==> src/rtl/core/grr_pkg.sv <==
// Shared types, register codes and the 5x7 font for the glyph rectangle rasterizer.
// No dependencies; every other file of the block imports this package.
package grr_pkg;

  // Fixed widths that follow from the field sizes.
  localparam int unsigned CUR_X_W   = 11;  // cursor column, saturating
  localparam int unsigned CUR_Y_W   = 10;  // cursor row
  localparam int unsigned DOT_X_W   = 12;  // column of a dot, cursor plus offset
  localparam int unsigned DOT_Y_W   = 11;  // row of a dot, cursor plus offset
  localparam int unsigned GLYPH_W   = 40;  // 5 columns of 8 rows
  localparam int unsigned DOT_CNT_W = 6;   // counts the 40 dots of a glyph
  localparam logic [DOT_CNT_W-1:0] LAST_DOT = DOT_CNT_W'(GLYPH_W - 1);
  localparam logic [CUR_X_W-1:0]   CURSOR_X_MAX = '1;
  localparam logic [7:0] FIRST_CODE    = 8'd32;
  localparam logic [7:0] LAST_CODE     = 8'd95;
  localparam logic [7:0] FALLBACK_CODE = 8'd63;  // '?'
  localparam int unsigned QUEUE_DEPTH  = 2;

  typedef enum logic [1:0] {
    CFG_TEXT_COLOR       = 2'd0,
    CFG_BACKGROUND_COLOR = 2'd1,
    CFG_SCALE            = 2'd2
  } cfg_idx_e;

  typedef enum logic [1:0] {
    BK_IDLE,
    BK_WALK,
    BK_FLUSH
  } back_state_e;

  typedef struct packed {
    logic [7:0] char_code;
    logic       new_string;
    logic [9:0] start_x;
    logic [9:0] start_y;
  } in_t;

  typedef struct packed {
    logic [9:0]  rect_x;
    logic [9:0]  rect_y;
    logic [3:0]  rect_w;
    logic [3:0]  rect_h;
    logic [15:0] fill_color;
    logic        last;
  } out_t;

  typedef struct packed {
    logic [15:0] text_color;
    logic [15:0] background_color;
    logic [3:0]  scale;
  } cfg_t;

  // One character ready for the walker: its dots and where it starts.
  typedef struct packed {
    logic [GLYPH_W-1:0] glyph;
    logic [CUR_X_W-1:0] base_x;
    logic [CUR_Y_W-1:0] base_y;
  } job_t;

  // Column bytes of codes 32..95; bit 0 of a byte is the top row.
  localparam logic [7:0] FONT_ROM [64][5] = '{
    '{8'h00,8'h00,8'h00,8'h00,8'h00}, '{8'h00,8'h00,8'h5F,8'h00,8'h00},
    '{8'h00,8'h07,8'h00,8'h07,8'h00}, '{8'h14,8'h7F,8'h14,8'h7F,8'h14},
    '{8'h24,8'h2A,8'h7F,8'h2A,8'h12}, '{8'h23,8'h13,8'h08,8'h64,8'h62},
    '{8'h36,8'h49,8'h55,8'h22,8'h50}, '{8'h00,8'h05,8'h03,8'h00,8'h00},
    '{8'h00,8'h1C,8'h22,8'h41,8'h00}, '{8'h00,8'h41,8'h22,8'h1C,8'h00},
    '{8'h14,8'h08,8'h3E,8'h08,8'h14}, '{8'h08,8'h08,8'h3E,8'h08,8'h08},
    '{8'h00,8'h50,8'h30,8'h00,8'h00}, '{8'h08,8'h08,8'h08,8'h08,8'h08},
    '{8'h00,8'h60,8'h60,8'h00,8'h00}, '{8'h20,8'h10,8'h08,8'h04,8'h02},
    '{8'h3E,8'h51,8'h49,8'h45,8'h3E}, '{8'h00,8'h42,8'h7F,8'h40,8'h00},
    '{8'h42,8'h61,8'h51,8'h49,8'h46}, '{8'h21,8'h41,8'h45,8'h4B,8'h31},
    '{8'h18,8'h14,8'h12,8'h7F,8'h10}, '{8'h27,8'h45,8'h45,8'h45,8'h39},
    '{8'h3C,8'h4A,8'h49,8'h49,8'h30}, '{8'h01,8'h71,8'h09,8'h05,8'h03},
    '{8'h36,8'h49,8'h49,8'h49,8'h36}, '{8'h06,8'h49,8'h49,8'h29,8'h1E},
    '{8'h00,8'h36,8'h36,8'h00,8'h00}, '{8'h00,8'h56,8'h36,8'h00,8'h00},
    '{8'h08,8'h14,8'h22,8'h41,8'h00}, '{8'h14,8'h14,8'h14,8'h14,8'h14},
    '{8'h00,8'h41,8'h22,8'h14,8'h08}, '{8'h02,8'h01,8'h51,8'h09,8'h06},
    '{8'h32,8'h49,8'h79,8'h41,8'h3E}, '{8'h7E,8'h11,8'h11,8'h11,8'h7E},
    '{8'h7F,8'h49,8'h49,8'h49,8'h36}, '{8'h3E,8'h41,8'h41,8'h41,8'h22},
    '{8'h7F,8'h41,8'h41,8'h22,8'h1C}, '{8'h7F,8'h49,8'h49,8'h49,8'h41},
    '{8'h7F,8'h09,8'h09,8'h09,8'h01}, '{8'h3E,8'h41,8'h49,8'h49,8'h7A},
    '{8'h7F,8'h08,8'h08,8'h08,8'h7F}, '{8'h00,8'h41,8'h7F,8'h41,8'h00},
    '{8'h20,8'h40,8'h41,8'h3F,8'h01}, '{8'h7F,8'h08,8'h14,8'h22,8'h41},
    '{8'h7F,8'h40,8'h40,8'h40,8'h40}, '{8'h7F,8'h02,8'h0C,8'h02,8'h7F},
    '{8'h7F,8'h04,8'h08,8'h10,8'h7F}, '{8'h3E,8'h41,8'h41,8'h41,8'h3E},
    '{8'h7F,8'h09,8'h09,8'h09,8'h06}, '{8'h3E,8'h41,8'h51,8'h21,8'h5E},
    '{8'h7F,8'h09,8'h19,8'h29,8'h46}, '{8'h46,8'h49,8'h49,8'h49,8'h31},
    '{8'h01,8'h01,8'h7F,8'h01,8'h01}, '{8'h3F,8'h40,8'h40,8'h40,8'h3F},
    '{8'h1F,8'h20,8'h40,8'h20,8'h1F}, '{8'h3F,8'h40,8'h38,8'h40,8'h3F},
    '{8'h63,8'h14,8'h08,8'h14,8'h63}, '{8'h07,8'h08,8'h70,8'h08,8'h07},
    '{8'h61,8'h51,8'h49,8'h45,8'h43}, '{8'h00,8'h7F,8'h41,8'h41,8'h00},
    '{8'h02,8'h04,8'h08,8'h10,8'h20}, '{8'h00,8'h41,8'h41,8'h7F,8'h00},
    '{8'h04,8'h02,8'h01,8'h02,8'h04}, '{8'h40,8'h40,8'h40,8'h40,8'h40}
  };

  // Returns all 40 dots of a character, column 0 in the low byte.
  // Codes outside the font are drawn as a question mark.
  function automatic logic [GLYPH_W-1:0] glyph_bits(input logic [7:0] code);
    logic [7:0] c;
    logic [5:0] idx;
    c   = (code < FIRST_CODE || code > LAST_CODE) ? FALLBACK_CODE : code;
    idx = 6'(c - FIRST_CODE);
    return {FONT_ROM[idx][4], FONT_ROM[idx][3], FONT_ROM[idx][2],
            FONT_ROM[idx][1], FONT_ROM[idx][0]};
  endfunction

endpackage

==> src/rtl/core/grr_front.sv <==
// Front end: accepts characters, keeps the text cursor and looks up the glyph.
// Depends on grr_pkg; feeds jobs into grr_queue.
module grr_front (
  input  logic          clk_i,
  input  logic          rst_ni,
  input  grr_pkg::cfg_t cfg_i,
  input  logic          in_valid_i,
  output logic          in_ready_o,
  input  grr_pkg::in_t  in_data_i,
  input  logic          q_full_i,
  output logic          push_o,
  output grr_pkg::job_t job_o
);
  import grr_pkg::*;

  logic [CUR_X_W-1:0] cursor_x_q, cursor_x_d;
  logic [CUR_Y_W-1:0] cursor_y_q, cursor_y_d;
  logic [CUR_X_W-1:0] cx;
  logic [CUR_Y_W-1:0] cy;
  logic [6:0]         advance;
  logic [CUR_X_W:0]   adv_sum;
  logic               accept;

  assign in_ready_o = !q_full_i;
  assign accept     = in_valid_i && in_ready_o;

  assign cx = in_data_i.new_string ? CUR_X_W'(in_data_i.start_x) : cursor_x_q;
  assign cy = in_data_i.new_string ? in_data_i.start_y : cursor_y_q;

  // Six dots per character: 4*scale + 2*scale.
  assign advance = {1'b0, cfg_i.scale, 2'b00} + {2'b00, cfg_i.scale, 1'b0};
  assign adv_sum = {1'b0, cx} + (CUR_X_W + 1)'(advance);

  always_comb begin
    cursor_x_d = cursor_x_q;
    cursor_y_d = cursor_y_q;
    if (accept) begin
      cursor_x_d = adv_sum[CUR_X_W] ? CURSOR_X_MAX : adv_sum[CUR_X_W-1:0];
      cursor_y_d = cy;
    end
  end

  always_ff @(posedge clk_i or negedge rst_ni) begin
    if (!rst_ni) begin
      cursor_x_q <= '0;
      cursor_y_q <= '0;
    end else begin
      cursor_x_q <= cursor_x_d;
      cursor_y_q <= cursor_y_d;
    end
  end

  assign push_o       = accept;
  assign job_o.glyph  = glyph_bits(in_data_i.char_code);
  assign job_o.base_x = cx;
  assign job_o.base_y = cy;

endmodule

==> src/rtl/core/grr_queue.sv <==
// Small job queue between the front end and the dot walker.
// Depends on grr_pkg for the job type and depth.
module grr_queue (
  input  logic          clk_i,
  input  logic          rst_ni,
  input  logic          push_i,
  input  grr_pkg::job_t job_i,
  output logic          full_o,
  input  logic          pop_i,
  output logic          valid_o,
  output grr_pkg::job_t job_o
);
  import grr_pkg::*;

  localparam int unsigned PTR_W = (QUEUE_DEPTH > 1) ? $clog2(QUEUE_DEPTH) : 1;
  localparam int unsigned CNT_W = $clog2(QUEUE_DEPTH + 1);

  job_t             mem_q [QUEUE_DEPTH];
  logic [PTR_W-1:0] wr_ptr_q, wr_ptr_d, rd_ptr_q, rd_ptr_d;
  logic [CNT_W-1:0] count_q, count_d;

  assign full_o  = (count_q == CNT_W'(QUEUE_DEPTH));
  assign valid_o = (count_q != '0);
  assign job_o   = mem_q[rd_ptr_q];

  always_comb begin
    wr_ptr_d = wr_ptr_q;
    rd_ptr_d = rd_ptr_q;
    count_d  = count_q;
    if (push_i) begin
      wr_ptr_d = (wr_ptr_q == PTR_W'(QUEUE_DEPTH - 1)) ? '0 : wr_ptr_q + 1'b1;
    end
    if (pop_i) begin
      rd_ptr_d = (rd_ptr_q == PTR_W'(QUEUE_DEPTH - 1)) ? '0 : rd_ptr_q + 1'b1;
    end
    if (push_i && !pop_i) begin
      count_d = count_q + 1'b1;
    end else if (pop_i && !push_i) begin
      count_d = count_q - 1'b1;
    end
  end

  always_ff @(posedge clk_i or negedge rst_ni) begin
    if (!rst_ni) begin
      wr_ptr_q <= '0;
      rd_ptr_q <= '0;
      count_q  <= '0;
    end else begin
      wr_ptr_q <= wr_ptr_d;
      rd_ptr_q <= rd_ptr_d;
      count_q  <= count_d;
    end
  end

  always_ff @(posedge clk_i) begin
    if (push_i) begin
      mem_q[wr_ptr_q] <= job_i;
    end
  end

endmodule

==> src/rtl/core/grr_back.sv <==
// Back end: walks the 40 dots of a glyph, clips each dot to the screen and
// emits rectangles through a one-deep holding stage and an output register.
// Depends on grr_pkg; takes jobs from grr_queue.
module grr_back #(
  parameter int unsigned SCREEN_WIDTH  = 320,
  parameter int unsigned SCREEN_HEIGHT = 240
) (
  input  logic          clk_i,
  input  logic          rst_ni,
  input  grr_pkg::cfg_t cfg_i,
  input  logic          job_valid_i,
  input  grr_pkg::job_t job_i,
  output logic          pop_o,
  output logic          out_valid_o,
  input  logic          out_ready_i,
  output grr_pkg::out_t out_data_o
);
  import grr_pkg::*;

  localparam logic [DOT_X_W-1:0] SW = DOT_X_W'(SCREEN_WIDTH);
  localparam logic [DOT_Y_W-1:0] SH = DOT_Y_W'(SCREEN_HEIGHT);

  back_state_e          state_q, state_d;
  logic [GLYPH_W-1:0]   glyph_q;
  logic [DOT_CNT_W-1:0] dot_q;
  logic [DOT_X_W-1:0]   px_q;
  logic [DOT_Y_W-1:0]   py_q;
  logic [CUR_Y_W-1:0]   base_y_q;
  out_t                 pend_q, pend_d;
  logic                 pend_valid_q, pend_valid_d;
  out_t                 out_q, out_d;
  logic                 out_valid_q, out_valid_d;

  logic               load_job, step, out_free, out_load;
  logic               draw_dot, on_screen, cand_emit;
  logic [DOT_X_W-1:0] x_end, x_room;
  logic [DOT_Y_W-1:0] y_end, y_room;
  out_t               cand;

  assign out_free = !out_valid_q || out_ready_i;

  // Candidate rectangle for the dot under the walker.
  assign draw_dot  = (cfg_i.scale != '0) &&
                     (glyph_q[0] || (cfg_i.background_color != cfg_i.text_color));
  assign on_screen = (px_q < SW) && (py_q < SH);
  assign cand_emit = (state_q == BK_WALK) && draw_dot && on_screen;
  assign x_end     = px_q + DOT_X_W'(cfg_i.scale);
  assign y_end     = py_q + DOT_Y_W'(cfg_i.scale);
  assign x_room    = SW - px_q;
  assign y_room    = SH - py_q;

  always_comb begin
    cand            = '0;
    cand.rect_x     = px_q[9:0];
    cand.rect_y     = py_q[9:0];
    cand.rect_w     = (x_end > SW) ? x_room[3:0] : cfg_i.scale;
    cand.rect_h     = (y_end > SH) ? y_room[3:0] : cfg_i.scale;
    cand.fill_color = glyph_q[0] ? cfg_i.text_color : cfg_i.background_color;
    cand.last       = 1'b0;
  end

  // Next state.
  always_comb begin
    state_d = state_q;
    unique case (state_q)
      BK_IDLE: begin
        if (job_valid_i) begin
          state_d = BK_WALK;
        end
      end
      BK_WALK: begin
        if (step && dot_q == LAST_DOT) begin
          state_d = BK_FLUSH;
        end
      end
      BK_FLUSH: begin
        if (!pend_valid_q || out_free) begin
          state_d = BK_IDLE;
        end
      end
      default: state_d = BK_IDLE;
    endcase
  end

  // Control outputs and datapath moves.
  always_comb begin
    load_job     = 1'b0;
    step         = 1'b0;
    out_load     = 1'b0;
    out_d        = out_q;
    pend_d       = pend_q;
    pend_valid_d = pend_valid_q;
    unique case (state_q)
      BK_IDLE: begin
        load_job = job_valid_i;
      end
      BK_WALK: begin
        // Stall only when a new rectangle meets a full holding stage and
        // the output register cannot take the held one.
        step = !(cand_emit && pend_valid_q && !out_free);
        if (step && cand_emit) begin
          if (pend_valid_q) begin
            out_load = 1'b1;
            out_d    = pend_q;
          end
          pend_d       = cand;
          pend_valid_d = 1'b1;
        end
      end
      BK_FLUSH: begin
        if (pend_valid_q && out_free) begin
          out_load     = 1'b1;
          out_d        = pend_q;
          out_d.last   = 1'b1;
          pend_valid_d = 1'b0;
        end
      end
      default: begin
        load_job = 1'b0;
      end
    endcase
  end

  assign pop_o       = load_job;
  assign out_valid_d = out_load ? 1'b1 : (out_ready_i ? 1'b0 : out_valid_q);

  always_ff @(posedge clk_i or negedge rst_ni) begin
    if (!rst_ni) begin
      state_q      <= BK_IDLE;
      pend_valid_q <= 1'b0;
      out_valid_q  <= 1'b0;
    end else begin
      state_q      <= state_d;
      pend_valid_q <= pend_valid_d;
      out_valid_q  <= out_valid_d;
    end
  end

  always_ff @(posedge clk_i) begin
    pend_q <= pend_d;
    if (out_load) begin
      out_q <= out_d;
    end
    if (load_job) begin
      glyph_q  <= job_i.glyph;
      dot_q    <= '0;
      px_q     <= DOT_X_W'(job_i.base_x);
      py_q     <= DOT_Y_W'(job_i.base_y);
      base_y_q <= job_i.base_y;
    end else if (step) begin
      glyph_q <= glyph_q >> 1;
      dot_q   <= dot_q + 1'b1;
      if (dot_q[2:0] == 3'd7) begin
        px_q <= x_end;
        py_q <= DOT_Y_W'(base_y_q);
      end else begin
        py_q <= y_end;
      end
    end
  end

  assign out_valid_o = out_valid_q;
  assign out_data_o  = out_q;

`ifndef SYNTH
  a_dot_in_range: assert property (@(posedge clk_i) disable iff (!rst_ni)
    state_q == BK_WALK |-> dot_q <= LAST_DOT)
    else $error("dot counter ran past the glyph");

  a_idle_empty: assert property (@(posedge clk_i) disable iff (!rst_ni)
    state_q == BK_IDLE |-> !pend_valid_q)
    else $error("held rectangle left behind after a character");

  a_rect_size: assert property (@(posedge clk_i) disable iff (!rst_ni)
    out_valid_q |-> (out_q.rect_w != '0 && out_q.rect_h != '0))
    else $error("empty rectangle emitted");

  a_flush_last: assert property (@(posedge clk_i) disable iff (!rst_ni)
    (state_q == BK_FLUSH && out_load) |=> (out_valid_q && out_q.last))
    else $error("final rectangle not marked last");
`endif

endmodule

==> src/rtl/core/glyph_rect_rasterizer.sv <==
// Top level of the glyph rectangle rasterizer: configuration registers and
// the front end, job queue and dot walker. Depends on grr_pkg, grr_front,
// grr_queue and grr_back.
//
//   Channel   Direction  Handshake             Payload
//   in        input      in_valid_i/in_ready_o  in_data_i  (grr_pkg::in_t)
//   out       output     out_valid_o/out_ready_i out_data_o (grr_pkg::out_t)
//   cfg       input      cfg_we_i               cfg_idx_i, cfg_wdata_i
//
// In the dot walker a character passes through the idle state, which loads
// the job, the walk state, which visits each dot of the 5x8 cell, and the
// flush state, which releases its final rectangle. The flush state is
// entered even when nothing was drawn.
// Reset clears the cursor to (0, 0), sets text color to white, background
// to black and scale to 1. While walking, the walker stalls only when a new
// rectangle meets a full holding stage and a busy output register. The
// queue holds two characters, so the front keeps taking input while the
// walker stalls on a busy output, until the queue is full.
module glyph_rect_rasterizer #(
  parameter int unsigned SCREEN_WIDTH  = 320,
  parameter int unsigned SCREEN_HEIGHT = 240
) (
  input  logic          clk_i,
  input  logic          rst_ni,
  input  logic          in_valid_i,
  output logic          in_ready_o,
  input  grr_pkg::in_t  in_data_i,
  output logic          out_valid_o,
  input  logic          out_ready_i,
  output grr_pkg::out_t out_data_o,
  input  logic          cfg_we_i,
  input  logic [1:0]    cfg_idx_i,
  input  logic [15:0]   cfg_wdata_i
);
  import grr_pkg::*;

  cfg_t cfg_q, cfg_d;
  logic q_full, push, pop, job_valid;
  job_t job_in, job_out;

  // Configuration writes land directly; unknown indexes are ignored.
  always_comb begin
    cfg_d = cfg_q;
    if (cfg_we_i) begin
      unique case (cfg_idx_e'(cfg_idx_i))
        CFG_TEXT_COLOR:       cfg_d.text_color       = cfg_wdata_i;
        CFG_BACKGROUND_COLOR: cfg_d.background_color = cfg_wdata_i;
        CFG_SCALE:            cfg_d.scale            = cfg_wdata_i[3:0];
        default:              cfg_d = cfg_q;
      endcase
    end
  end

  always_ff @(posedge clk_i or negedge rst_ni) begin
    if (!rst_ni) begin
      cfg_q.text_color       <= 16'hFFFF;
      cfg_q.background_color <= 16'h0000;
      cfg_q.scale            <= 4'd1;
    end else begin
      cfg_q <= cfg_d;
    end
  end

  // The front end moves the cursor as soon as a character is taken, so the
  // next character can be classified while this one is still being drawn.
  grr_front u_front (
    .clk_i      (clk_i),
    .rst_ni     (rst_ni),
    .cfg_i      (cfg_q),
    .in_valid_i (in_valid_i),
    .in_ready_o (in_ready_o),
    .in_data_i  (in_data_i),
    .q_full_i   (q_full),
    .push_o     (push),
    .job_o      (job_in)
  );

  grr_queue u_queue (
    .clk_i   (clk_i),
    .rst_ni  (rst_ni),
    .push_i  (push),
    .job_i   (job_in),
    .full_o  (q_full),
    .pop_i   (pop),
    .valid_o (job_valid),
    .job_o   (job_out)
  );

  grr_back #(
    .SCREEN_WIDTH  (SCREEN_WIDTH),
    .SCREEN_HEIGHT (SCREEN_HEIGHT)
  ) u_back (
    .clk_i       (clk_i),
    .rst_ni      (rst_ni),
    .cfg_i       (cfg_q),
    .job_valid_i (job_valid),
    .job_i       (job_out),
    .pop_o       (pop),
    .out_valid_o (out_valid_o),
    .out_ready_i (out_ready_i),
    .out_data_o  (out_data_o)
  );

endmodule

==> config.mk <==
export PLATFORM = sky130hd
export DESIGN_NAME = glyph_rect_rasterizer
export DESIGN_NICKNAME = d
export VERILOG_FILES = /design/src/rtl/core/grr_pkg.sv /design/src/rtl/core/grr_front.sv /design/src/rtl/core/grr_queue.sv /design/src/rtl/core/grr_back.sv /design/src/rtl/core/glyph_rect_rasterizer.sv
export SDC_FILE = /design/constraint.sdc
export NUM_CORES = 1
export LEC_CHECK = 0
export BUFFER_PORTS_ARGS = -buffer_cell sky130_fd_sc_hd__buf_2
export CAP_MARGIN = 20
export CORE_MARGIN = 2
export CORE_UTILIZATION = 45
export DETAILED_ROUTE_END_ITERATION = 16
export PLACE_DENSITY = 0.62
export REMOVE_ABC_BUFFERS = 1
export SLEW_MARGIN = 20
export SYNTH_ARGS = -nofsm -noshare
export SYNTH_HDL_FRONTEND = slang
export SYNTH_SLANG_ARGS = --single-unit
==> constraint.sdc <==
create_clock -name clk_i -period 4.7 [get_ports clk_i]
set_clock_uncertainty 0.1 [all_clocks]
set_input_delay 1.41 -clock clk_i [delete_from_list [all_inputs] [get_ports clk_i]]
set_output_delay 1.41 -clock clk_i [all_outputs]
set_load 0.1 [all_outputs]
Word level (Yosys, flattened, before mapping):

Memories as Yosys holds them, arrays and structs flattened.
Cells that the tools add are included.
Widths: inputs -> output; s select.

* add/sub/neg operators: 12
* magnitude comparators: 7
* equal/unequal tests: 14
* muxes and demuxes: 42
* bitwise logic cells: 1
* reduce and logical (&&, ||, !) cells: 41

Operators by type and width (count)
* $mux 40: 4
* $mux 45: 3
* $pmux 45 s2: 1
* $mux 11: 6
* $mux 10: 3
* $mux 16: 1
* $ne 16x16->1: 1
* $mux 1: 13
* $add 11x7->12: 1
* $add 12x4->12: 1
* $gt 12x9->1 const B: 1
* $logic_and 1x1->1: 12
* $lt 12x9->1 const B: 1
* $reduce_and 2->1: 6
* $reduce_bool 2->1: 6
* $add 11x4->11: 1
* $gt 11x8->1 const B: 1
* $lt 11x8->1 const B: 1
* $mux 2: 5
* $gt 8x7->1 const B: 1
* $lt 8x6->1 const B: 1
* $mux 4: 2
* $ne 2x1->1 const B: 4
* $sub 1x4->4 const A: 2
* other kinds (22): 39

* flip-flop bits (word level): 233
* bits in writable memories: 122
* bits in read-only memories: 2560
* input port bits: 52
* output and inout bits: 47
* logic and storage cells: 148
* memories: 2

Memories
* (name not given): depth 64, bits a word 40, read ports 1, clocked after Yosys merged registers in 0, wr ports 0, RTL line grr_pkg.sv:103 `return {FONT_ROM[idx][4], FONT_ROM[idx][3], FONT_ROM[idx][2],`
* u_queue.mem_q: depth 2, bits a word 61, read ports 1, clocked after Yosys merged registers in 0, wr ports 1, RTL line grr_queue.sv:18 `job_t mem_q [QUEUE_DEPTH];`

Logic depth before layout (Yosys ltp):

Gate-level depths: netlist of the first run.

* depth in word-level cells: 12
* depth in mapped cells: 13
* mapped depth without buffers: 11

Modules after synthesis:

A second synthesis of the first run with hierarchy kept.

* cells, all modules: 1509
* area, all modules: 18285.0 um^2

By module, submodules not included
* grr_back: times used 1, cells an instance 604, area an instance 7683.6 um^2, seq. area each 5064.9 um^2
* grr_queue: times used 1, cells an instance 206, area an instance 4892.2 um^2, seq. area each 3763.6 um^2
* grr_front: times used 1, cells an instance 622, area an instance 4325.4 um^2, seq. area each 525.5 um^2
* glyph_rect_rasterizer: times used 1, cells an instance 77, area an instance 1383.8 um^2, seq. area each 922.1 um^2

Worst setup path after synthesis of the first run:

No wires, ideal clock.

* kind: input to register
* start point: input out_ready_i
* end point: register u_back.out_q, in the netlist u_back.out_data_o[0], enable pin
* setup time: 0.516 ns
* arrival: 4.830 ns
* data required time: 4.084 ns
* slack: -0.746 ns
* cell stages on the path: 2
* buffers on the path: 0
* cell sequence: nor2b_1 > a211oi_1

* cells in the longest elaborated chain, start to end: 8
* elaborated cells on any way between the ends: 12
* those cells by class: eq/ne: 2; mux: 3; reduce/logical: 7

RTL lines
* start, declared: RTL line glyph_rect_rasterizer.sv:29 `input logic out_ready_i,`
* $logic_or 1x1->1 *: RTL line grr_back.sv:40 `assign out_free = !out_valid_q || out_ready_i;`
* $logic_not 1->1: RTL line grr_back.sv:100 `step = !(cand_emit && pend_valid_q && !out_free);`
* $logic_and 1x1->1: RTL line grr_back.sv:100
* $logic_not 1->1: RTL line grr_back.sv:100
* $logic_and 1x1->1: RTL line grr_back.sv:101 `if (step && cand_emit) begin`
* $mux 1: RTL line grr_back.sv:101
* $pmux 1 s2: RTL line grr_back.sv:93 `unique case (state_q)`
* $reduce_and 5->1 (no source line) *
* end signal, assigned: RTL line grr_back.sv:142 `out_q <= out_d;`
* end, declared: RTL line grr_back.sv:31 `out_t out_q, out_d;`

Mark *: on every way between the ends. The rest lies on a longest branch, timed or not.
A chain may end at the register's enable or synchronous reset.

==> results of run 1 <==
## report_power, final
group	internal [mW]	total (mW)	leakage [nW]	switching, mW
Combinational	1.33	3.24	3.57	1.90
Clock	1.63	2.76	0.564	1.13
Sequential	4.45	4.90	3.36	0.448
Total	7.41	10.9	7.49	3.48
## kinds of logic (layout without fill, tap and decap cells)
group	after synthesis	after routing	share of synthesized area [%]
AOI/OAI and AO/OA	350	350	13.33
xor gates and xnor gates	50	50	2.550
adders and majority gates	50	50	3.906
buffers and inverters	123	261	2.951
DFF	344	344	57.92
muxes	165	165	10.41
other	0	1	0
and+or+nand+nor	324	324	8.933
## layout make-up
| class | instances | area [µm²] | share of cell area, % |
|---|---|---|---|
| Sequential cell | 344 | 9947 | 50.64 |
| Multi-Input combinational cell | 939 | 6773 | 34.48 |
| Tap cell | 511 | 639.4 | 3.255 |
| Timing Repair Buffer | 161 | 1001 | 5.096 |
| Clock buffer | 50 | 1017 | 5.179 |
| Inverter | 34 | 127.6 | 0.6497 |
| Clock inverter | 16 | 135.1 | 0.6879 |
| Antenna cell | 1 | 2.502 | 0.01274 |
## synthesized netlist by cell type (4+ instances only)
library cell,number
and3_1,5
o22ai_1,11
buf_6,4
edfxtp_1,271
dfxtp_1,8
buf_2,12
xor2_1,30
a31oi_1,17
nor2b_1,18
o21ai_0,104
fa_1,6
xnor2_1,20
nand2_1,115
nor4_1,5
and2_1,5
a32oi_1,4
or3_1,8
buf_1,13
nor3_1,22
a21boi_0,4
a22o_1,4
ha_1,44
mux2i_1,69
a22oi_1,4
mux2_2,94
inv_1,32
nand2b_1,12
a21oi_1,72
o2111ai_1,5
a221oi_1,9
o211ai_1,12
dfrtp_1,48
nand4_1,10
a211oi_1,21
nand3_1,26
o21ai_1,5
a21o_1,9
o311ai_0,6
o31ai_1,8
dfstp_2,17
nor2_1,78
o22a_1,9
clkbuf_1,60
a311oi_1,6
## layer usage
metal | global-route usage [%] | wire length [µm] | vias to the layer above
met1 | 27.10 | 17070 | 5754
met3 | 3.443 | 2715 | 130
met2 | 36.33 | 20500 | 523
met5 | 0 | 0 | -
met4 | 9.822 | 1839 | 0
li1 | - | - | 5517
## worst max-delay path, stage by stage
cell and delay, ps:
buf_2 240, mux2_2 400, fa_1 500, ha_1 170, inv_1 60, fa_1 390, nor2b_1 120, o21ai_0 100
a21boi_0 310, o211ai_1 170, mux2i_1 140, o22a_1 210
## through the flow
stage	cell area (µm²)	cells	hold WS (ps)	TNS [ps]
finish	19640	2056	316.5	0
CTS	19620	2054	318.0	0
detailed placement	18470	1988	304.5	0
global placement	18470	1988	300.8	0
global route	19640	2055	322.1	0
floorplan	16790	1317	300.3	-180200
## path summary, 6_finish.rpt
check                           cells after the start         startpoint                      to  slack, ps
max in group asynchronous                           2             rst_ni        u_queue.rd_ptr_q       2730
worst max register to register                      7          cfg_q[28]      u_back.glyph_q[19]       1160
worst min register to register                      0  u_back.pend_q[42]   u_back.out_data_o[42]        320
min in group asynchronous                           1             rst_ni               cfg_q[18]        720
worst max-delay path                               12      in_data_i[20]  u_front.cursor_x_q[10]        770
worst min-delay path                                0  u_back.pend_q[42]   u_back.out_data_o[42]        320
## sequential cells by signal, indices dropped and copies added, names as in the netlist, 11 cells and up
signal and count:
u_back.out_data_o 45, u_back.px_q 12, cfg_q 36, u_back.py_q 11, u_front.cursor_x_q 11, u_back.glyph_q 39, u_back.pend_q 44, u_queue.mem_q 112
==> run_results.csv, run 1 <==
group,metric,value,unit
run_status,status,"complete, no violations",
routing,vias,11924,
logic_synthesis,syn_avg_cell_area,12.21,µm²
critical_path,critPathLaunchType,"input pin",
cts,clkTransAtPathRegs,60,ps
logic_synthesis,syn_inst,1406,
timing,rsz0062_at_grt,"false",
grt,grt_max_degree,103,
logic_synthesis,synthTopCellsByArea,"edfxtp_1 (47%), dfrtp_1 (7.0%), mux2_2 (6.2%), mux2i_1 (4.0%), ha_1 (3.2%)",
critical_path,worst_ep_required_time,5000,ps
routing,routedWlPerCell,20.49,µm
pwr,power.density,554.8,nW/µm²
finish,fin_util,52.15,%
finish,layout-drive-gt1-share,22.86,%
timing,setup_slack,771.8,ps
placed_design,dp_hpwl,28.93,mm
logic_synthesis,synthArstFlopShare,18.90,%
finish,fin_nets,1619,
timing,clock.fmax,254.6,MHz
floorplanning,coreArea,37670,µm²
floorplanning,num_rows,71,
grt,grt_pass1_wl,65.95,mm
grt,antenna_found_initial,0,
logic_synthesis,synth_edf_count,271,
placed_design,gp_congestion,1.027,
placed_design,io_buffers,98,
critical_path,worstPathMaxFanout,11,
cts,cts_sinks,344,
grt,grtUsageTotal,21.46,%
routing,initialDrtViolationCount,1126,
floorplanning,pin_count,99,
critical_path,end_kind,"flip-flop",
logic_synthesis,yosys_most_used_dff,"edfxtp_1",
critical_path,worst-setup-path-type,"in2reg",
job,cap_violations,0,
pwr,totalPowerFinal,10.90,mW
logic_synthesis,synth_top_area_share,47.39,%
grt,grt_pass1_vias,11825,
routing,drtAntennaViolNets,0,
pwr,leakagePower,7.491,nW
timing,hold_violations,0,
cts,cts_resized,0,
logic_synthesis,yosys_warnings,0,
finish,area_delta_synth_final,14.39,%
cts,ctsRootBufferMaster,"clkbuf_16",
timing,tightest_slew,1000,ps
routing,vias_per_cell,5.800,
floorplanning,die_h,199.3,µm
placed_design,post-place-ws,204.1,ps
logic_synthesis,ys_ff_latch,344,
logic_synthesis,ys_seq_area_share,57.92,%
cts,clk_latency,530,ps
cts,cts.path.max_buffers,3,
cts,cts_tree,"built",
timing,slew_headroom,33.13,%
routing,drt_pass1_iterations,5,
timing,final-max-slew-violation-count,0,
cts,htreeDepth,2,
routing,totalWireLength,42.13,mm
cts,numCtsBuffers,37,
finish,final_common_cell,"edfxtp_1",
floorplanning,start_util,45.59,%
floorplanning,die_area,39740,µm²
logic_synthesis,synth_top_cell_by_area,"edfxtp_1",
floorplanning,fp.dieW,199.3,µm
cts,post-cts-setup-buffer-count,0,
finish,fillCellCount,3322,
finish,final_cell_mix,"edfxtp_1 (271), nand2_1 (114), o21ai_0 (104)",
timing,post-route-min-period,3928,ps
grt,grt_overflow_total,0,
routing,drc,0,
cts,hold_buffers,0,
timing,fin_crit_sh,83.58,%
timing,setup_viol,0,
critical_path,worstPathArrival,4230,ps
pwr,peakVddDrop,0.2695,mV
logic_synthesis,synth.distinct_cells,83,
logic_synthesis,syn_area,17170,µm²
min_path,min_path_type,"reg2reg",
No activity file was read; power rests on OpenSTA's default activity.
==> run 2: changes to the inputs <==
--- a/config.mk
+++ b/config.mk
@@ -10,7 +10,7 @@
 export CORE_MARGIN = 2
 export CORE_UTILIZATION = 45
 export DETAILED_ROUTE_END_ITERATION = 16
-export PLACE_DENSITY = 0.62
+export PLACE_DENSITY = 0.6
 export REMOVE_ABC_BUFFERS = 1
 export SLEW_MARGIN = 20
 export SYNTH_ARGS = -nofsm -noshare
==> constraint.sdc (replaced) <==
create_clock -name clk_i -period 4.1 [get_ports clk_i]
set_clock_uncertainty 0.1 [all_clocks]
set_input_delay 1.23 -clock clk_i [delete_from_list [all_inputs] [get_ports clk_i]]
set_output_delay 1.23 -clock clk_i [all_outputs]
set_load 0.1 [all_outputs]
==> run 2 against run 1 <==
Worst setup slack lost 300 ps. Total power is 15% higher. Clock-buffer cell count grew 10. Non-clock buffer count up 30. Utilization increased by 0.62 points. Sequential power is 14% higher. Wire length decreased by 1.5%. Cell count is 1.6% higher. Via count is 1.1% lower.
==> run_results.csv, run 2 (synthesis results as in run 1) <==
group,metric,value,unit
finish,fin_util,52.77,%
critical_path,worstPathMaxFanout,4,
finish,area_delta_synth_final,15.75,%
critical_path,crit_end,"u_front.cursor_x_q[10]",
cts,cts_tree,"built",
pwr,power_frac_clock,25.5,%
critical_path,path_cells,"buf_2 > mux2_2 > fa_1 > ha_1 > inv_1 > fa_1 > nor2b_1 > o21ai_0 > a21boi_0 > o211ai_1 > mux2i_1 > o22a_1",
routing,routedWlPerCell,19.87,µm
critical_path,worst-setup-path-type,"in2reg",
critical_path,r2r-start,"cfg_q[28]",
routing,vias_per_cell,5.646,
cts,clkTransAtPathRegs,60,ps
critical_path,ff2ff_path_depth,7,
cts,clk_latency,530,ps
critical_path,crit_family,"adder cells",
placed_design,placed_cells,2019,
finish,fin_nets,1649,
grt,grt_max_degree,76,
cts,cts_resized,0,
pwr,power.density,631.6,nW/µm²
critical_path,end_kind,"flip-flop",
finish,finalInstanceArea,19880,µm²
critical_path,cpMaxStageDelayCell,"fa_1",
cts,post-cts-setup-buffer-count,0,
timing,fin_crit_sh,88.49,%
critical_path,worstPathArrival,3930,ps
floorplanning,coreArea,37670,µm²
floorplanning,fp.dieW,199.3,µm
grt,grt_pass1_wl,64.75,mm
timing,rsz0062_at_grt,"false",
grt,grtUsageTotal,21.12,%
grt,grt_pass1_vias,11630,
finish,regMostFlops,"u_queue.mem_q",
timing,post-route-min-period,3628,ps
routing,vias,11788,
critical_path,crit_cells,12,
cts,numCtsBuffers,37,
placed_design,dp_hpwl,29.06,mm
critical_path,r2r-end,"u_back.glyph_q[32]",
timing,clock.fmax,275.6,MHz
timing,slew_headroom,36.22,%
finish,largest_reg_flops,112,
finish,layout-drive-gt1-share,24.24,%
timing,tightest_slew,950.8,ps
job,cap_violations,0,
critical_path,worst_ep_required_time,4400,ps
cts,hold_buffers,0,
floorplanning,die_area,39740,µm²
routing,drc,0,
critical_path,worst-path-buf-inv,2,
floorplanning,start_util,45.59,%
timing,hold_violations,0,
pwr,leakagePower,7.634,nW
timing,final-max-slew-violation-count,0,
grt,antenna_found_initial,1,
cts,cts.path.max_buffers,3,
placed_design,placed_area,18690,µm²
pwr,p_sw,3.980,mW
pwr,combPwrFrac,29.9,%
critical_path,critPathLaunchType,"input pin",
critical_path,cp-startpoint,"in_data_i[20]",
placed_design,gp_congestion,0.9777,
timing,setup_viol,0,
cts,cts_sinks,344,
floorplanning,pin_count,99,
routing,drtAntennaViolNets,0,
finish,final_cell_mix,"edfxtp_1 (271), nand2_1 (114), o21ai_0 (104)",
cts,ctsRootBufferMaster,"clkbuf_16",
run_status,status,"complete, no violations",
pwr,p_int,8.574,mW
pwr,switching_share,31.70,%
routing,totalWireLength,41.48,mm
pwr,seqPwrFrac,44.6,%
critical_path,slowest_delay,500,ps
grt,grt_overflow_total,0,
routing,drt_pass1_iterations,5,
critical_path,crit_top_cell,"fa_1",
floorplanning,die_h,199.3,µm
finish,stdcell_count,2088,
min_path,min_path_type,"reg2reg",
critical_path,reg2reg_slack,600,ps
pwr,totalPowerFinal,12.55,mW
floorplanning,num_rows,71,
finish,final_common_cell,"edfxtp_1",
routing,initialDrtViolationCount,808,
pwr,peakVddDrop,0.2708,mV
placed_design,io_buffers,98,
cts,htreeDepth,2,
==> run 2: worst min-delay path by stage <==
stage / from / end / cells after the start
2_1_floorplan: u_back.pend_q[10] / u_back.out_data_o[10] / 0
3_3_place_gp: u_back.pend_q[17] / u_back.out_data_o[17] / 0
3_5_place_dp: u_back.pend_q[21] / u_back.out_data_o[21] / 0
4_1_cts: u_back.pend_q[5] / u_back.out_data_o[5] / 0
5_1_grt: u_back.pend_q[21] / u_back.out_data_o[21] / 0
6_report: u_back.pend_q[36] / u_back.out_data_o[36] / 0
==> run 2: cell type report <==
cell class | count | area, µm²
timing repair buffer | 191 | 1214
clock buffer | 60 | 1105
fill | 3328 | 17790
tap | 511 | 639.4
inverter | 34 | 127.6
antenna | 1 | 2.502
sequential | 344 | 9947
clock inverter | 8 | 75.07
multi-input combinational | 939 | 6766
==> run 2: power by group through the flow <==
stage | Clock [mW] | Sequential, mW | Combinational (mW)
global route | 3.43 | 5.71 | 4.20
global placement | 0 | 5.63 | 3.70
CTS | 3.29 | 5.61 | 3.81
floorplan | 0 | 5.64 | 2.66
finish | 3.20 | 5.60 | 3.76
detailed placement | 0 | 5.67 | 3.78
==> run 2: through the flow <==
stage	hold slack, ps	TNS [ps]	setup WS [ps]
floorplan	300.3	-291810	-2480
global placement	300.4	-28.24	-28.24
detailed placement	304.5	-27.47	-27.47
CTS	317.6	0	507.6
global route	320.3	0	289.3
finish	316.5	0	472.1
==> run 2: per-layer routing <==
metal	track usage [%]	vias up	part of all wire (%)
met5	0	-	0
met3	3.139	111	5.9
met4	8.752	0	4.1
met1	26.76	5676	41
met2	36.29	420	49
li1	-	5581	-
==> run 3: changes to the inputs <==
--- a/config.mk
+++ b/config.mk
@@ -5,13 +5,14 @@
 export SDC_FILE = /design/constraint.sdc
 export NUM_CORES = 1
 export LEC_CHECK = 0
-export BUFFER_PORTS_ARGS = -buffer_cell sky130_fd_sc_hd__buf_2
+export BUFFER_PORTS_ARGS = -buffer_cell sky130_fd_sc_hd__clkbuf_2
 export CAP_MARGIN = 20
 export CORE_MARGIN = 2
 export CORE_UTILIZATION = 45
 export DETAILED_ROUTE_END_ITERATION = 16
 export PLACE_DENSITY = 0.6
 export REMOVE_ABC_BUFFERS = 1
+export SKIP_LAST_GASP = 1
 export SLEW_MARGIN = 20
 export SYNTH_ARGS = -nofsm -noshare
 export SYNTH_HDL_FRONTEND = slang
==> run 3 against run 2 <==
First-iteration DRC count shrank 2.6%. Final area is 0.14% lower. Wire length rose by 0.90%. Cell count shrank 0.72%. Clock power increased by 2%. Utilization decreased by 0.073 points. Worst setup slack worse by 7.5 ps. Global-route usage increased by 0.27 points. Flip-flop and latch count is the same. Largest power group unchanged. Sequential share of layout area grew 0.070 points.
==> run_results.csv, run 3 (synthesis results as in run 1) <==
group,metric,value,unit
cts,cts_sinks,344,
critical_path,worstPathMaxFanout,4,
min_path,hold_path_depth,0,
placed_design,dp_hpwl,29.18,mm
timing,slew_headroom,37.23,%
timing,post-route-min-period,3635,ps
timing,fin_crit_sh,88.67,%
pwr,power.density,636.1,nW/µm²
floorplanning,die_area,39740,µm²
grt,grt_max_degree,81,
min_path,min_path_type,"reg2reg",
finish,layout-drive-gt1-share,23.75,%
timing,rsz0062_at_grt,"false",
finish,diodes,0,
routing,drc,0,
critical_path,end_kind,"flip-flop",
pwr,peakVddDrop,0.3202,mV
finish,area_delta_synth_final,15.59,%
placed_design,placed_area,18650,µm²
critical_path,critPathLaunchType,"input pin",
cts,ctsRootBufferMaster,"clkbuf_16",
job,cap_violations,0,
finish,regMostFlops,"u_queue.mem_q",
placed_design,gp_congestion,0.9224,
routing,routedWlPerCell,20.19,µm
timing,tightest_slew,938.8,ps
grt,grt_pass1_wl,65.52,mm
finish,fin_util,52.70,%
routing,vias,11821,
floorplanning,fp.dieW,199.3,µm
placed_design,post-place-ws,-70.63,ps
routing,drtAntennaViolNets,0,
critical_path,worstPathArrival,3950,ps
cts,post-cts-setup-buffer-count,0,
critical_path,slowest_delay,490,ps
cts,cts.path.max_buffers,3,
cts,numCtsBuffers,37,
cts,cts_tree,"built",
critical_path,ff2ff_path_depth,7,
placed_design,io_buffers,98,
floorplanning,num_rows,71,
timing,setup_viol,0,
routing,vias_per_cell,5.702,
cts,clk_latency,530,ps
grt,grt_pass1_vias,11559,
pwr,leakagePower,7.624,nW
run_status,status,"complete, no violations",
routing,drt_pass1_iterations,7,
critical_path,cpMaxStageDelayCell,"fa_1",
cts,cts_resized,0,
critical_path,crit_top_cell,"fa_1",
critical_path,worst_ep_required_time,4410,ps
finish,finalInstanceArea,19850,µm²
cts,htreeDepth,2,
pwr,totalPowerFinal,12.63,mW
finish,fin_nets,1636,
cts,hold_buffers,0,
finish,final_common_cell,"edfxtp_1",
timing,hold_violations,0,
floorplanning,pin_count,99,
timing,setup_slack,464.6,ps
cts,clkTransAtPathRegs,60,ps
finish,largest_reg_flops,112,
critical_path,worst-setup-path-type,"in2reg",
timing,final-max-slew-violation-count,0,
grt,antenna_found_initial,0,
timing,clock.fmax,275.1,MHz
grt,grtUsageTotal,21.39,%
routing,initialDrtViolationCount,787,
grt,grt_overflow_total,0,
finish,final_cell_mix,"edfxtp_1 (271), nand2_1 (114), o21ai_0 (104)",
floorplanning,start_util,45.59,%
critical_path,path_cells,"clkbuf_2 > mux2_2 > fa_1 > ha_1 > inv_1 > fa_1 > nor2b_1 > o21ai_0 > a21boi_0 > o211ai_1 > mux2i_1 > o22a_1",
routing,totalWireLength,41.85,mm
floorplanning,coreArea,37670,µm²
floorplanning,die_h,199.3,µm
-- run 3: changes by cell type in the layout (fill, tap and decap cells not counted), moves of 2 or more --
cell and change:
clkinv_1 +3, clkbuf_2 +97, clkinv_2 +3, buf_2 -97
clkbuf_8 -2, buf_4 -17, buf_12 +4, clkbuf_1 -6
-- run 3: layout make-up --
cell class / instances / area (µm²)
repair buffers: 178 / 1166
multi-input cells: 939 / 6766
clock inverters: 14 / 122.6
fillers: 3366 / 17820
well taps: 511 / 639.4
inverters: 34 / 127.6
flip-flops and latches: 344 / 9947
clock buffers: 53 / 1080
-- run 3: per-stage QoR --
stage | TNS (ps) | hold slack (ps) | std cells
after detailed placement | -83.43 | 304.5 | 2006
after global routing | 0 | 323.2 | 2073
after global placement | -63.47 | 300.1 | 2006
after floorplan | -291810 | 300.3 | 1317
after CTS | 0 | 314.1 | 2073
final | 0 | 308.0 | 2073
-- run 3: worst paths after layout --
path / endpoint / slack, ps / from
setup / recovery: u_front.cursor_x_q[10] / 460 / in_data_i[20]
hold / removal: u_back.out_data_o[12] / 310 / u_back.pend_q[12]
setup reg to reg: u_back.glyph_q[16] / 690 / cfg_q[28]
hold reg to reg: u_back.out_data_o[12] / 310 / u_back.pend_q[12]
max in group asynchronous: u_queue.rd_ptr_q / 2480 / rst_ni
min in group asynchronous: cfg_q[7] / 600 / rst_ni
-- run 3: layer usage --
metal	up-vias	wire length, µm	GRT usage (%)
li1	5556	-	-
met1	5733	17180	27.67
met2	430	20670	36.20
met3	102	2378	3.089
met4	0	1621	8.752
met5	-	0	0
-- run 3: worst max-delay path: cells and delay by family --
kind / cells / cell delay [ps]
fa+ha+maj: 3 / 1050
compound gates: 4 / 820
mux: 2 / 510
buf+inv: 2 / 210
simple gates: 1 / 120
-- run 3: power breakdown --
part           total [mW]  internal (mW)  leakage [nW]  switching, mW
Sequential           5.63           5.09          3.36          0.533
Combinational        3.74           1.57          3.68           2.17
Clock                3.26           1.96         0.590           1.30
Total                12.6           8.62          7.62           4.00
